$ cat config.mk
export PLATFORM = sky130hd
export DESIGN_NAME = transmit_slot_queue_manager
export DESIGN_NICKNAME = d
export VERILOG_FILES = /design/src/tsqm_pkg.sv /design/src/tsqm_ctrl.sv /design/src/tsqm_dp.sv /design/src/transmit_slot_queue_manager.sv
export SDC_FILE = /design/constraint.sdc
export NUM_CORES = 1
export LEC_CHECK = 0
export BUFFER_PORTS_ARGS = -buffer_cell sky130_fd_sc_hd__buf_4
export CAP_MARGIN = 20
export CORE_ASPECT_RATIO = 0.75
export CORE_UTILIZATION = 56
export DETAILED_ROUTE_END_ITERATION = 7
export PLACE_DENSITY = 0.73
export SYNTH_ARGS = -nofsm -noshare
export SYNTH_HDL_FRONTEND = slang
export SYNTH_SLANG_ARGS = --single-unit
$ cat constraint.sdc
create_clock -name aclk -period 4.1 [get_ports aclk]
set_input_delay 0 -clock aclk [delete_from_list [all_inputs] [get_ports aclk]]
set_output_delay 0 -clock aclk [all_outputs]
set_load 0.005 [all_outputs]
$ cat src/tsqm_pkg.sv
`default_nettype none

package tsqm_pkg;

    localparam int ID_W    = 16;
    localparam int CNT_W   = 16;
    localparam int INTV_W  = 8;
    localparam int SLOT_W  = 3;
    localparam int LIVE_W  = 4;

    localparam logic [INTV_W-1:0] INTV_RESET = 8'd16;

    localparam logic [1:0] CMD_STORE   = 2'd0;
    localparam logic [1:0] CMD_SENT    = 2'd1;
    localparam logic [1:0] CMD_DISCARD = 2'd2;
    localparam logic [1:0] CMD_QUERY   = 2'd3;

    localparam logic [1:0] STATUS_OK   = 2'd0;
    localparam logic [1:0] STATUS_FULL = 2'd1;
    localparam logic [1:0] STATUS_BAD  = 2'd2;

    typedef struct packed {
        logic load_in;
        logic idx_clr;
        logic idx_inc;
        logic rd_slot;
        logic sum_rd;
        logic set_bad;
        logic set_full;
        logic do_store;
        logic do_act;
        logic out_load;
    } tsqm_cmd_t;

    typedef struct packed {
        logic [1:0] command;
        logic       pcount_zero;
        logic       slot_bad;
        logic       idx_live;
        logic       idx_last;
        logic       out_free;
    } tsqm_stat_t;

endpackage

`default_nettype wire

$ cat src/tsqm_ctrl.sv
`default_nettype none

module tsqm_ctrl (
    input  wire logic               aclk,
    input  wire logic               aresetn,
    input  wire logic               s_valid,
    output logic                    s_ready,
    input  wire tsqm_pkg::tsqm_stat_t stat,
    output tsqm_pkg::tsqm_cmd_t     cmd
);

    localparam logic [2:0] S_IDLE  = 3'd0;
    localparam logic [2:0] S_DEC   = 3'd1;
    localparam logic [2:0] S_FREE  = 3'd2;
    localparam logic [2:0] S_READ  = 3'd3;
    localparam logic [2:0] S_ACT   = 3'd4;
    localparam logic [2:0] S_SUM   = 3'd5;
    localparam logic [2:0] S_DRAIN = 3'd6;
    localparam logic [2:0] S_OUT   = 3'd7;

    logic [2:0] state_reg;
    logic [2:0] state_next;

    assign s_ready = aresetn && (state_reg == S_IDLE);

    always_comb begin
        state_next = state_reg;
        cmd        = '0;
        case (state_reg)
            S_IDLE: begin
                if (s_valid) begin
                    cmd.load_in = 1'b1;
                    cmd.idx_clr = 1'b1;
                    state_next  = S_DEC;
                end
            end
            S_DEC: begin
                case (stat.command)
                    tsqm_pkg::CMD_STORE: begin
                        if (stat.pcount_zero) begin
                            cmd.set_bad = 1'b1;
                            state_next  = S_SUM;
                        end else begin
                            state_next  = S_FREE;
                        end
                    end
                    tsqm_pkg::CMD_SENT, tsqm_pkg::CMD_DISCARD: begin
                        if (stat.slot_bad) begin
                            cmd.set_bad = 1'b1;
                            state_next  = S_SUM;
                        end else begin
                            state_next  = S_READ;
                        end
                    end
                    default: begin
                        state_next = S_SUM;
                    end
                endcase
            end
            S_FREE: begin
                if (!stat.idx_live) begin
                    cmd.do_store = 1'b1;
                    cmd.idx_clr  = 1'b1;
                    state_next   = S_SUM;
                end else if (stat.idx_last) begin
                    cmd.set_full = 1'b1;
                    cmd.idx_clr  = 1'b1;
                    state_next   = S_SUM;
                end else begin
                    cmd.idx_inc  = 1'b1;
                end
            end
            S_READ: begin
                cmd.rd_slot = 1'b1;
                state_next  = S_ACT;
            end
            S_ACT: begin
                cmd.do_act  = 1'b1;
                cmd.idx_clr = 1'b1;
                state_next  = S_SUM;
            end
            S_SUM: begin
                cmd.sum_rd  = 1'b1;
                cmd.idx_inc = 1'b1;
                if (stat.idx_last) begin
                    state_next = S_DRAIN;
                end
            end
            S_DRAIN: begin
                state_next = S_OUT;
            end
            S_OUT: begin
                if (stat.out_free) begin
                    cmd.out_load = 1'b1;
                    state_next   = S_IDLE;
                end
            end
            default: begin
                state_next = S_IDLE;
            end
        endcase
    end

    always_ff @(posedge aclk) begin
        if (!aresetn) begin
            state_reg <= S_IDLE;
        end else begin
            state_reg <= state_next;
        end
    end

endmodule

`default_nettype wire

$ cat src/tsqm_dp.sv
`default_nettype none

module tsqm_dp #(
    parameter int SLOTS = 8
) (
    input  wire logic                               aclk,
    input  wire logic                               aresetn,
    input  wire tsqm_pkg::tsqm_cmd_t                cmd,
    output tsqm_pkg::tsqm_stat_t                    stat,
    input  wire logic                               cfg_wr_en,
    input  wire logic [tsqm_pkg::INTV_W-1:0]        cfg_wr_data,
    input  wire logic [1:0]                         s_command,
    input  wire logic [tsqm_pkg::SLOT_W-1:0]        s_slot,
    input  wire logic [tsqm_pkg::CNT_W-1:0]         s_packet_count,
    output logic                                    m_valid,
    input  wire logic                               m_ready,
    output logic [1:0]                              m_status,
    output logic [tsqm_pkg::SLOT_W-1:0]             m_slot_used,
    output logic [tsqm_pkg::ID_W-1:0]               m_item_id,
    output logic                                    m_completed,
    output logic                                    m_checkpoint,
    output logic                                    m_oldest_valid,
    output logic [tsqm_pkg::SLOT_W-1:0]             m_oldest_slot,
    output logic                                    m_newest_valid,
    output logic [tsqm_pkg::SLOT_W-1:0]             m_newest_slot,
    output logic [tsqm_pkg::LIVE_W-1:0]             m_live_count,
    output logic [tsqm_pkg::CNT_W-1:0]              m_remaining_total,
    output logic                                    m_free_available
);

    localparam int IW    = (SLOTS > 1) ? $clog2(SLOTS) : 1;
    localparam int CW    = $clog2(SLOTS + 1);
    localparam int ID_W  = tsqm_pkg::ID_W;
    localparam int CNT_W = tsqm_pkg::CNT_W;
    localparam int INTV_W = tsqm_pkg::INTV_W;

    logic [ID_W+CNT_W-1:0] mem [SLOTS];
    logic [ID_W+CNT_W-1:0] rdata_reg;

    logic [1:0]          cmd_reg;
    logic [2:0]          slot_reg;
    logic [CNT_W-1:0]    pcount_reg;
    logic [IW-1:0]       idx_reg;
    logic [SLOTS-1:0]    live_reg;
    logic [ID_W-1:0]     next_id_reg;
    logic [INTV_W-1:0]   psc_reg;
    logic [INTV_W-1:0]   intv_reg;

    logic [1:0]          status_reg;
    logic [2:0]          slot_used_reg;
    logic [ID_W-1:0]     item_reg;
    logic                completed_reg;
    logic                ckpt_reg;

    logic                acc_pend_reg;
    logic [IW-1:0]       acc_idx_reg;
    logic [CW-1:0]       live_cnt_reg;
    logic [CNT_W-1:0]    total_reg;
    logic                found_reg;
    logic [IW-1:0]       old_idx_reg;
    logic [ID_W-1:0]     old_id_reg;
    logic [IW-1:0]       new_idx_reg;
    logic [ID_W-1:0]     new_id_reg;

    logic                m_valid_reg;

    logic [IW-1:0]       slot_idx;
    logic [IW-1:0]       rd_addr;
    logic [ID_W-1:0]     rd_id;
    logic [CNT_W-1:0]    rd_cnt;
    logic [CNT_W-1:0]    cnt_dec;
    logic [INTV_W-1:0]   psc_inc;
    logic                wr_en;
    logic [IW-1:0]       wr_addr;
    logic [ID_W+CNT_W-1:0] wr_data;
    logic [CNT_W:0]      total_sum;
    logic [ID_W-1:0]     d_old;
    logic [ID_W-1:0]     d_new;
    logic                acc_live;

    assign slot_idx = IW'(slot_reg);
    assign rd_addr  = cmd.rd_slot ? slot_idx : idx_reg;
    assign rd_id    = rdata_reg[ID_W+CNT_W-1:CNT_W];
    assign rd_cnt   = rdata_reg[CNT_W-1:0];
    assign cnt_dec  = rd_cnt - CNT_W'(1);
    assign psc_inc  = psc_reg + INTV_W'(1);

    assign wr_en   = cmd.do_store || (cmd.do_act && (cmd_reg == tsqm_pkg::CMD_SENT));
    assign wr_addr = cmd.do_store ? idx_reg : slot_idx;
    assign wr_data = cmd.do_store ? {next_id_reg, pcount_reg} : {rd_id, cnt_dec};

    assign acc_live  = acc_pend_reg && live_reg[acc_idx_reg];
    assign total_sum = {1'b0, total_reg} + {1'b0, rd_cnt};
    assign d_old     = rd_id - old_id_reg;
    assign d_new     = rd_id - new_id_reg;

    assign stat.command     = cmd_reg;
    assign stat.pcount_zero = (pcount_reg == '0);
    assign stat.slot_bad    = (32'(slot_reg) >= SLOTS) || !live_reg[slot_idx];
    assign stat.idx_live    = live_reg[idx_reg];
    assign stat.idx_last    = (idx_reg == IW'(SLOTS - 1));
    assign stat.out_free    = !m_valid_reg || m_ready;

    assign m_valid = m_valid_reg;

    always_ff @(posedge aclk) begin
        if (wr_en) begin
            mem[wr_addr] <= wr_data;
        end
        rdata_reg <= mem[rd_addr];
    end

    always_ff @(posedge aclk) begin
        if (cmd.load_in) begin
            cmd_reg    <= s_command;
            slot_reg   <= s_slot;
            pcount_reg <= s_packet_count;
        end
        if (cmd.idx_clr) begin
            idx_reg <= '0;
        end else if (cmd.idx_inc) begin
            idx_reg <= idx_reg + IW'(1);
        end
        acc_idx_reg <= idx_reg;
    end

    always_ff @(posedge aclk) begin
        if (!aresetn) begin
            live_reg     <= '0;
            next_id_reg  <= '0;
            psc_reg      <= '0;
            intv_reg     <= tsqm_pkg::INTV_RESET;
            acc_pend_reg <= 1'b0;
        end else begin
            acc_pend_reg <= cmd.sum_rd;
            if (cfg_wr_en) begin
                intv_reg <= cfg_wr_data;
            end
            if (cmd.do_store) begin
                live_reg[idx_reg] <= 1'b1;
                next_id_reg       <= next_id_reg + ID_W'(1);
            end
            if (cmd.do_act) begin
                if (cmd_reg == tsqm_pkg::CMD_DISCARD) begin
                    live_reg[slot_idx] <= 1'b0;
                end else if (cnt_dec == '0) begin
                    live_reg[slot_idx] <= 1'b0;
                    psc_reg            <= '0;
                end else if (psc_inc >= intv_reg) begin
                    psc_reg <= '0;
                end else begin
                    psc_reg <= psc_inc;
                end
            end
        end
    end

    always_ff @(posedge aclk) begin
        if (cmd.load_in) begin
            status_reg    <= tsqm_pkg::STATUS_OK;
            slot_used_reg <= '0;
            item_reg      <= '0;
            completed_reg <= 1'b0;
            ckpt_reg      <= 1'b0;
        end else begin
            if (cmd.set_bad) begin
                status_reg <= tsqm_pkg::STATUS_BAD;
            end
            if (cmd.set_full) begin
                status_reg <= tsqm_pkg::STATUS_FULL;
            end
            if (cmd.do_store) begin
                slot_used_reg <= 3'(idx_reg);
                item_reg      <= next_id_reg;
                ckpt_reg      <= 1'b1;
            end
            if (cmd.do_act) begin
                item_reg <= rd_id;
                if (cmd_reg == tsqm_pkg::CMD_DISCARD) begin
                    ckpt_reg <= 1'b1;
                end else if (cnt_dec == '0) begin
                    completed_reg <= 1'b1;
                    ckpt_reg      <= 1'b1;
                end else if (psc_inc >= intv_reg) begin
                    ckpt_reg <= 1'b1;
                end
            end
        end
    end

    always_ff @(posedge aclk) begin
        if (cmd.load_in) begin
            live_cnt_reg <= '0;
            total_reg    <= '0;
            found_reg    <= 1'b0;
            old_idx_reg  <= '0;
            old_id_reg   <= '0;
            new_idx_reg  <= '0;
            new_id_reg   <= '0;
        end else if (acc_live) begin
            live_cnt_reg <= live_cnt_reg + CW'(1);
            total_reg    <= total_sum[CNT_W] ? '1 : total_sum[CNT_W-1:0];
            found_reg    <= 1'b1;
            if (!found_reg || d_old[ID_W-1]) begin
                old_idx_reg <= acc_idx_reg;
                old_id_reg  <= rd_id;
            end
            if (!found_reg || ((d_new != '0) && !d_new[ID_W-1])) begin
                new_idx_reg <= acc_idx_reg;
                new_id_reg  <= rd_id;
            end
        end
    end

    always_ff @(posedge aclk) begin
        if (!aresetn) begin
            m_valid_reg <= 1'b0;
        end else if (cmd.out_load) begin
            m_valid_reg <= 1'b1;
        end else if (m_ready) begin
            m_valid_reg <= 1'b0;
        end
    end

    always_ff @(posedge aclk) begin
        if (cmd.out_load) begin
            m_status          <= status_reg;
            m_slot_used       <= slot_used_reg;
            m_item_id         <= item_reg;
            m_completed       <= completed_reg;
            m_checkpoint      <= ckpt_reg;
            m_oldest_valid    <= found_reg;
            m_oldest_slot     <= 3'(old_idx_reg);
            m_newest_valid    <= found_reg;
            m_newest_slot     <= 3'(new_idx_reg);
            m_live_count      <= 4'(live_cnt_reg);
            m_remaining_total <= total_reg;
            m_free_available  <= (live_cnt_reg != CW'(SLOTS));
        end
    end

endmodule

`default_nettype wire

$ cat src/transmit_slot_queue_manager.sv
`default_nettype none

// Transmit slot queue manager: a table of SLOTS entries, each an item id and a
// count of packets still to send. One command is taken at a time: store (lowest
// free slot, next rolling id), packet sent, discard or query. Each command
// returns one result with the action outcome plus the oldest and newest live
// slots, live count, saturated remaining total and free-slot flag. Each item
// is handled by a single-port scan over the slot memory, one slot per cycle,
// for the free-slot search of a store and for the summary pass. s_ready is
// high while the controller is idle; a finished result waits in the output
// register while the next command is taken. The checkpoint interval is
// written through cfg_wr_en/cfg_wr_data.

module transmit_slot_queue_manager #(
    parameter int SLOTS = 8
) (
    input  wire logic                               aclk,
    input  wire logic                               aresetn,
    input  wire logic                               cfg_wr_en,
    input  wire logic [tsqm_pkg::INTV_W-1:0]        cfg_wr_data,
    input  wire logic                               s_valid,
    output logic                                    s_ready,
    input  wire logic [1:0]                         s_command,
    input  wire logic [tsqm_pkg::SLOT_W-1:0]        s_slot,
    input  wire logic [tsqm_pkg::CNT_W-1:0]         s_packet_count,
    output logic                                    m_valid,
    input  wire logic                               m_ready,
    output logic [1:0]                              m_status,
    output logic [tsqm_pkg::SLOT_W-1:0]             m_slot_used,
    output logic [tsqm_pkg::ID_W-1:0]               m_item_id,
    output logic                                    m_completed,
    output logic                                    m_checkpoint,
    output logic                                    m_oldest_valid,
    output logic [tsqm_pkg::SLOT_W-1:0]             m_oldest_slot,
    output logic                                    m_newest_valid,
    output logic [tsqm_pkg::SLOT_W-1:0]             m_newest_slot,
    output logic [tsqm_pkg::LIVE_W-1:0]             m_live_count,
    output logic [tsqm_pkg::CNT_W-1:0]              m_remaining_total,
    output logic                                    m_free_available
);

    tsqm_pkg::tsqm_cmd_t  cmd;
    tsqm_pkg::tsqm_stat_t stat;

    tsqm_ctrl u_ctrl (
        .aclk    (aclk),
        .aresetn (aresetn),
        .s_valid (s_valid),
        .s_ready (s_ready),
        .stat    (stat),
        .cmd     (cmd)
    );

    tsqm_dp #(
        .SLOTS (SLOTS)
    ) u_dp (
        .aclk              (aclk),
        .aresetn           (aresetn),
        .cmd               (cmd),
        .stat              (stat),
        .cfg_wr_en         (cfg_wr_en),
        .cfg_wr_data       (cfg_wr_data),
        .s_command         (s_command),
        .s_slot            (s_slot),
        .s_packet_count    (s_packet_count),
        .m_valid           (m_valid),
        .m_ready           (m_ready),
        .m_status          (m_status),
        .m_slot_used       (m_slot_used),
        .m_item_id         (m_item_id),
        .m_completed       (m_completed),
        .m_checkpoint      (m_checkpoint),
        .m_oldest_valid    (m_oldest_valid),
        .m_oldest_slot     (m_oldest_slot),
        .m_newest_valid    (m_newest_valid),
        .m_newest_slot     (m_newest_slot),
        .m_live_count      (m_live_count),
        .m_remaining_total (m_remaining_total),
        .m_free_available  (m_free_available)
    );

endmodule

`default_nettype wire
==> results.json, run 1 <==
{
  "async_flop_share": 0,
  "synth_top_flop_cell": "edfxtp_1",
  "max_stage_delay_ps": 510,
  "cts_tree": "yes",
  "layout_min_cycle_time_ps": 3630,
  "antenna_found_initial": 0,
  "grt_max_degree": 65,
  "leakagePower_nw": 9.04,
  "die_w_um": 229,
  "initial_core_util": 0.576,
  "ant_nets": 0,
  "worst_slack_ps": 470,
  "grt_pass1_vias": 13797,
  "status": "finished, final reports clean",
  "synth_most_common_cell": "edfxtp_1",
  "crit_chain": "inv_1 -> ha_1 -> fa_1 -> nand2b_1 -> a21oi_1 -> nand4b_1 -> nand4_1 -> nor4_1 -> o2111ai_1 -> buf_4 -> nand4_1 -> nand3_1",
  "ys_top_cells_by_area": "edfxtp_1, dfxtp_1, mux4_2",
  "crit_fanout": 12,
  "hold_class": "primary input to flip-flop",
  "cts.sinks": 493,
  "powerDensity_nw_per_um2": 453,
  "synth_cell_type_count": 71,
  "cp.required_ps": 4530,
  "rsz0062_at_grt": "false",
  "setup_viol": 0,
  "htreeDepth": 2,
  "syn_avg_cell_area_um2": 13.0,
  "ctsRootBufferMaster": "clkbuf_16",
  "largest_reg_flops": 256,
  "core_um2": 37600,
  "synth_edf_count": 328,
  "synth_nets": 1761,
  "grt_pass1_wl_um": 79400,
  "synthesis.area_um2": 21600,
  "hpwlAfterDp_um": 32900,
  "relSlewSlack": 0.264,
  "hold_viol_final": 0,
  "overflow": 0,
  "grt.total_usage": 0.263,
  "hold-path-endpoint": "u_dp.pcount_reg[7]",
  "place_area_um2": 23000,
  "holdPathStages": 2,
  "drt_iter0_drc": 1359,
  "cts.repair.resized": 0,
  "crit_type": "flip-flop to flip-flop",
  "worstReg2RegEnd": "u_dp.new_id_reg[0]",
  "synth_top_cells_by_count": "edfxtp_1, nand2_1, dfxtp_1",
  "place.port_buffers": 87,
  "hp-start": "s_packet_count[7]",
  "yosysTopAreaCell": "edfxtp_1",
  "reg2reg_slack_ps": 470,
  "worstRegToRegCells": 12,
  "vias": 14139,
  "rows": 61,
  "worst_pin_slew_ps": 1090,
  "postCtsHoldBufs": 49,
  "fmax_mhz": 275,
  "path_buf_inv": 2,
  "wl_um": 51500,
  "drc": 0,
  "skew_ps": 23.3,
  "timing.setup.tns_ps": 0,
  "cts_buffers": 46,
  "antenna_cells": 0,
  "end_kind": "flip-flop",
  "stdcell_area_um2": 25000,
  "crit_top_cell": "nand4_1",
  "drive_above_1_share": 0.196,
  "maxCapViolCount": 0,
  "critical_path.top_delay_family": "simple AND/OR/NAND/NOR gates",
  "ys_seq_elements": 493,
  "via_per_inst": 6.05,
  "yosysTopAreaCellShare": 0.455,
  "ios": 88,
  "drt-pass1-iter-count": 8,
  "ys_seq_area_frac": 0.608,
  "area_delta_synth_final_pct": 15.7,
  "postCtsSetupRepairBufs": 0,
  "arrival_ps": 4070,
  "syn_inst": 1660,
  "critPathSlowestCell": "o2111ai_1",
  "worstReg2RegStart": "u_dp.rdata_reg[16]",
  "dpl_worst_slack_ps": 569,
  "start_kind": "flip-flop",
  "clock_latency_ps": 580,
  "slew_violations": 0,
  "yosysWarnings": 0,
  "fillCellCount": 2651,
  "ir_drop_v": 0.000426,
  "wire_per_inst_um": 22.0,
  "die_area_um2": 39400,
  "gp_congestion": 0.946,
  "fin_crit_sh": 0.885,
  "final_nets": 1896,
  "die_h_um": 172,
  "cts_max_path_buffers": 3,
  "path_clk_slew_ps": 60
}
==> per-layer routing <==
layer / vias to the layer above / GRT usage / share of wire
met4: 0 / 0.0765 / 0.025
li1: 6491 / - / -
met2: 561 / 0.404 / 0.44
met5: - / 0 / 0
met3: 80 / 0.0701 / 0.089
met1: 7007 / 0.370 / 0.44
==> final cells by class <==
class	count	area, µm²	share of cell area
Sequential cell	493	13200	0.525
Clock inverter	26	203	0.00810
Tap cell	504	631	0.0252
Timing Repair Buffer	172	1570	0.0626
Inverter	61	229	0.00915
Multi-Input combinational cell	1021	8030	0.321
Clock buffer	60	1220	0.0489
==> worst max path at each step <==
stage                        from                  to  slack [ps]  cells past startpoint
5_1_grt        u_dp.rdata_reg[16]  u_dp.new_id_reg[0]         180                     12
4_1_cts        u_dp.rdata_reg[16]  u_dp.new_id_reg[0]         550                     12
3_5_place_dp      u_dp.idx_reg[1]      u_dp.mem[2][8]         570                      7
3_3_place_gp      u_dp.idx_reg[1]      u_dp.mem[0][8]         690                      7
2_1_floorplan     u_dp.idx_reg[0]      u_dp.mem[0][0]         160                      9
6_report       u_dp.rdata_reg[16]  u_dp.new_id_reg[0]         470                     12
==> cell families (layout without fill, tap and decap cells) <==
group                    count (synthesis)  after routing  share of synthesized area
multiplexers                           161            161                      0.118
AND/OR/NAND/NOR                        507            507                      0.116
adder cells (fa/ha/maj)                 67             67                     0.0394
flip-flops                             493            493                      0.608
AO/OA/AOI/OAI                          232            232                     0.0685
XOR/XNOR                                54             54                     0.0219
buffers and inverters                  146            319                     0.0279
==> layout by cell type (no fill, tap or decap), types with 48 or more instances in the layout <==
master         netlist  routed
mux2_2              55      55
inv_1               61      60
nor2_1              73      64
buf_4                1     112
nand2_1            187     187
mux4_2              70      70
a21oi_1             56      56
edfxtp_1           328     328
nand4_1             48      48
nand3_1             51      50
dfxtp_1            165     165
o21ai_0             67      67
dlygate4sd3_1        0      49
ha_1                65      65
==> report_power, final <==
group	switching, mW	internal [mW]
registers	0.212	5.57
logic	0.866	0.601
clock network	1.85	2.25
==> stage by stage <==
step / power [mW] / hold WS (ps) / utilization / std cells
final: 11.3 / 140 / 0.667 / 2337
after global routing: 11.7 / 136 / 0.667 / 2337
after CTS: 11.4 / 123 / 0.664 / 2333
after detailed placement: 7.27 / 180 / 0.613 / 2198
after global placement: 7.22 / 178 / 0.612 / 2196
after floorplan: 6.78 / 98.9 / - / 1660
(Power assumes the default switching activity.)
==> inputs of run 2 (changes only) <==
Settings changed: CORE_UTILIZATION 56 to 58, CTS_BUF_LIST from default to sky130_fd_sc_hd__clkbuf_8, PLACE_DENSITY 0.73 to 0.76.
==> results.json, run 2 (synthesized netlist as in run 1, its figures left out) <==
{
  "status": "finished, final reports clean",
  "dp_cells": 2188,
  "max_stage_delay_ps": 810,
  "path_buf_inv": 2,
  "via_per_inst": 6.01,
  "die_w_um": 225,
  "final_common_cell": "edfxtp_1",
  "initial_core_util": 0.597,
  "stdcell_area_um2": 24900,
  "leakagePower_nw": 9.13,
  "powerDensity_nw_per_um2": 443,
  "grt_pass1_vias": 14162,
  "maxCapViolCount": 0,
  "core_um2": 36300,
  "ant_nets": 0,
  "end_kind": "flip-flop",
  "slew_violations": 0,
  "finalPower_mw": 11.1,
  "timing.setup.tns_ps": 0,
  "final_cells": 2378,
  "critPathSlowestCell": "a31oi_1",
  "drive_above_1_share": 0.207,
  "p_comb_frac": 0.131,
  "p_switching_mw": 2.95,
  "hpwlAfterDp_um": 32400,
  "crit_chain": "mux4_2 -> mux2_2 -> or2_2 -> buf_4 -> a31oi_1 -> nor2_4 -> buf_16",
  "drc": 0,
  "grt_pass1_wl_um": 78300,
  "vias": 14299,
  "crit_fanout": 19,
  "layout_min_cycle_time_ps": 3850,
  "clock_latency_ps": 650,
  "gp_congestion": 0.965,
  "setup_viol": 0,
  "p_int_mw": 8.10,
  "start_kind": "flip-flop",
  "cts_tree": "yes",
  "path_clk_slew_ps": 70,
  "crit_type": "flip-flop to flip-flop",
  "relSlewSlack": 0.272,
  "arrival_ps": 4230,
  "postCtsSetupRepairBufs": 0,
  "fmax_mhz": 260,
  "htreeDepth": 3,
  "drt_iter0_drc": 1514,
  "die_area_um2": 38100,
  "final_nets": 1924,
  "clkPwrFrac": 0.346,
  "ios": 88,
  "wire_per_inst_um": 21.3,
  "critical_path.top_delay_family": "multiplexers",
  "seq_power_share": 0.523,
  "place_area_um2": 22900,
  "switching_share": 0.267,
  "rows": 60,
  "fin_crit_sh": 0.938,
  "layout_common_cells": "edfxtp_1, nand2_1, dfxtp_1",
  "cts.repair.resized": 0,
  "antenna_cells": 0,
  "largest_reg_flops": 256,
  "cts_buffers": 74,
  "drt-pass1-iter-count": 5,
  "overflow": 0,
  "worst_pin_slew_ps": 1090,
  "antenna_found_initial": 1,
  "area_delta_synth_final_pct": 15.3,
  "cts.sinks": 493,
  "rsz0062_at_grt": "false",
  "place.port_buffers": 87,
  "grt.total_usage": 0.272,
  "hold_class": "primary input to flip-flop",
  "cts_max_path_buffers": 3,
  "cp.required_ps": 4480,
  "skew_ps": 33.5,
  "ir_drop_v": 0.000287,
  "die_h_um": 169,
  "hold_viol_final": 0,
  "wl_um": 50600,
  "grt_max_degree": 66,
  "ctsRootBufferMaster": "clkbuf_8"
}
run 2: changes by cell type in the layout (fill, tap and decap cells not counted), moves of 6 or more:
cell and delta:
clkbuf_8 +80, clkbuf_16 -47, inv_1 +25, clkbuf_1 -13
clkinv_1 +6
run 2: power groups by stage:
stage / Clock (mW) / Sequential (mW) / Combinational [mW]
after floorplan: 0 / 5.76 / 1.02
after CTS: 3.89 / 5.77 / 1.42
final: 3.82 / 5.78 / 1.45
after global placement: 0 / 5.87 / 1.31
after global routing: 4.11 / 5.79 / 1.57
after detailed placement: 0 / 5.88 / 1.37
run 2: layer usage:
layer / track usage / vias up / wire length (µm) / share of wire
li1: - / 6538 / - / -
met1: 0.378 / 7074 / 21500 / 0.42
met3: 0.0703 / 99 / 4430 / 0.087
met4: 0.0917 / 2 / 1390 / 0.027
met2: 0.419 / 586 / 23300 / 0.46
met5: 0 / - / 19 / 0.00038
run 2: final timing paths:
kind                     start                 end  slack (ps)  cells after the start
max            u_dp.idx_reg[0]     u_dp.mem[6][15]         250                      7
min                  s_slot[0]    u_dp.slot_idx[0]          70                      2
max reg2reg    u_dp.idx_reg[0]     u_dp.mem[6][15]         250                      7
min reg2reg  u_dp.item_reg[11]  u_dp.m_item_id[11]         430                      0
run 2: timing repair:
action,4_1_cts,5_1_grt
hold buffers,49,0
endpoints found under the setup margin,0,0
hold endpoints to repair,62,0
run 2: through the flow:
| stage | hold slack (ps) | util | setup WS, ps |
|---|---|---|---|
| after floorplan | 98.9 | - | 162 |
| after global placement | 179 | 0.632 | 417 |
| after CTS | 34.4 | 0.685 | 292 |
| final | 68.2 | 0.688 | 253 |
| after global routing | 55.9 | 0.688 | 71.3 |
| after detailed placement | 180 | 0.633 | 295 |
run 2: cell type report:
class	count	area [µm²]
Timing Repair Buffer	172	1510
Clock inverter	55	298
Inverter	61	229
Clock buffer	80	1100
Tap cell	496	621
Fill cell	2464	11300
Sequential cell	493	13200
Multi-Input combinational cell	1021	8030
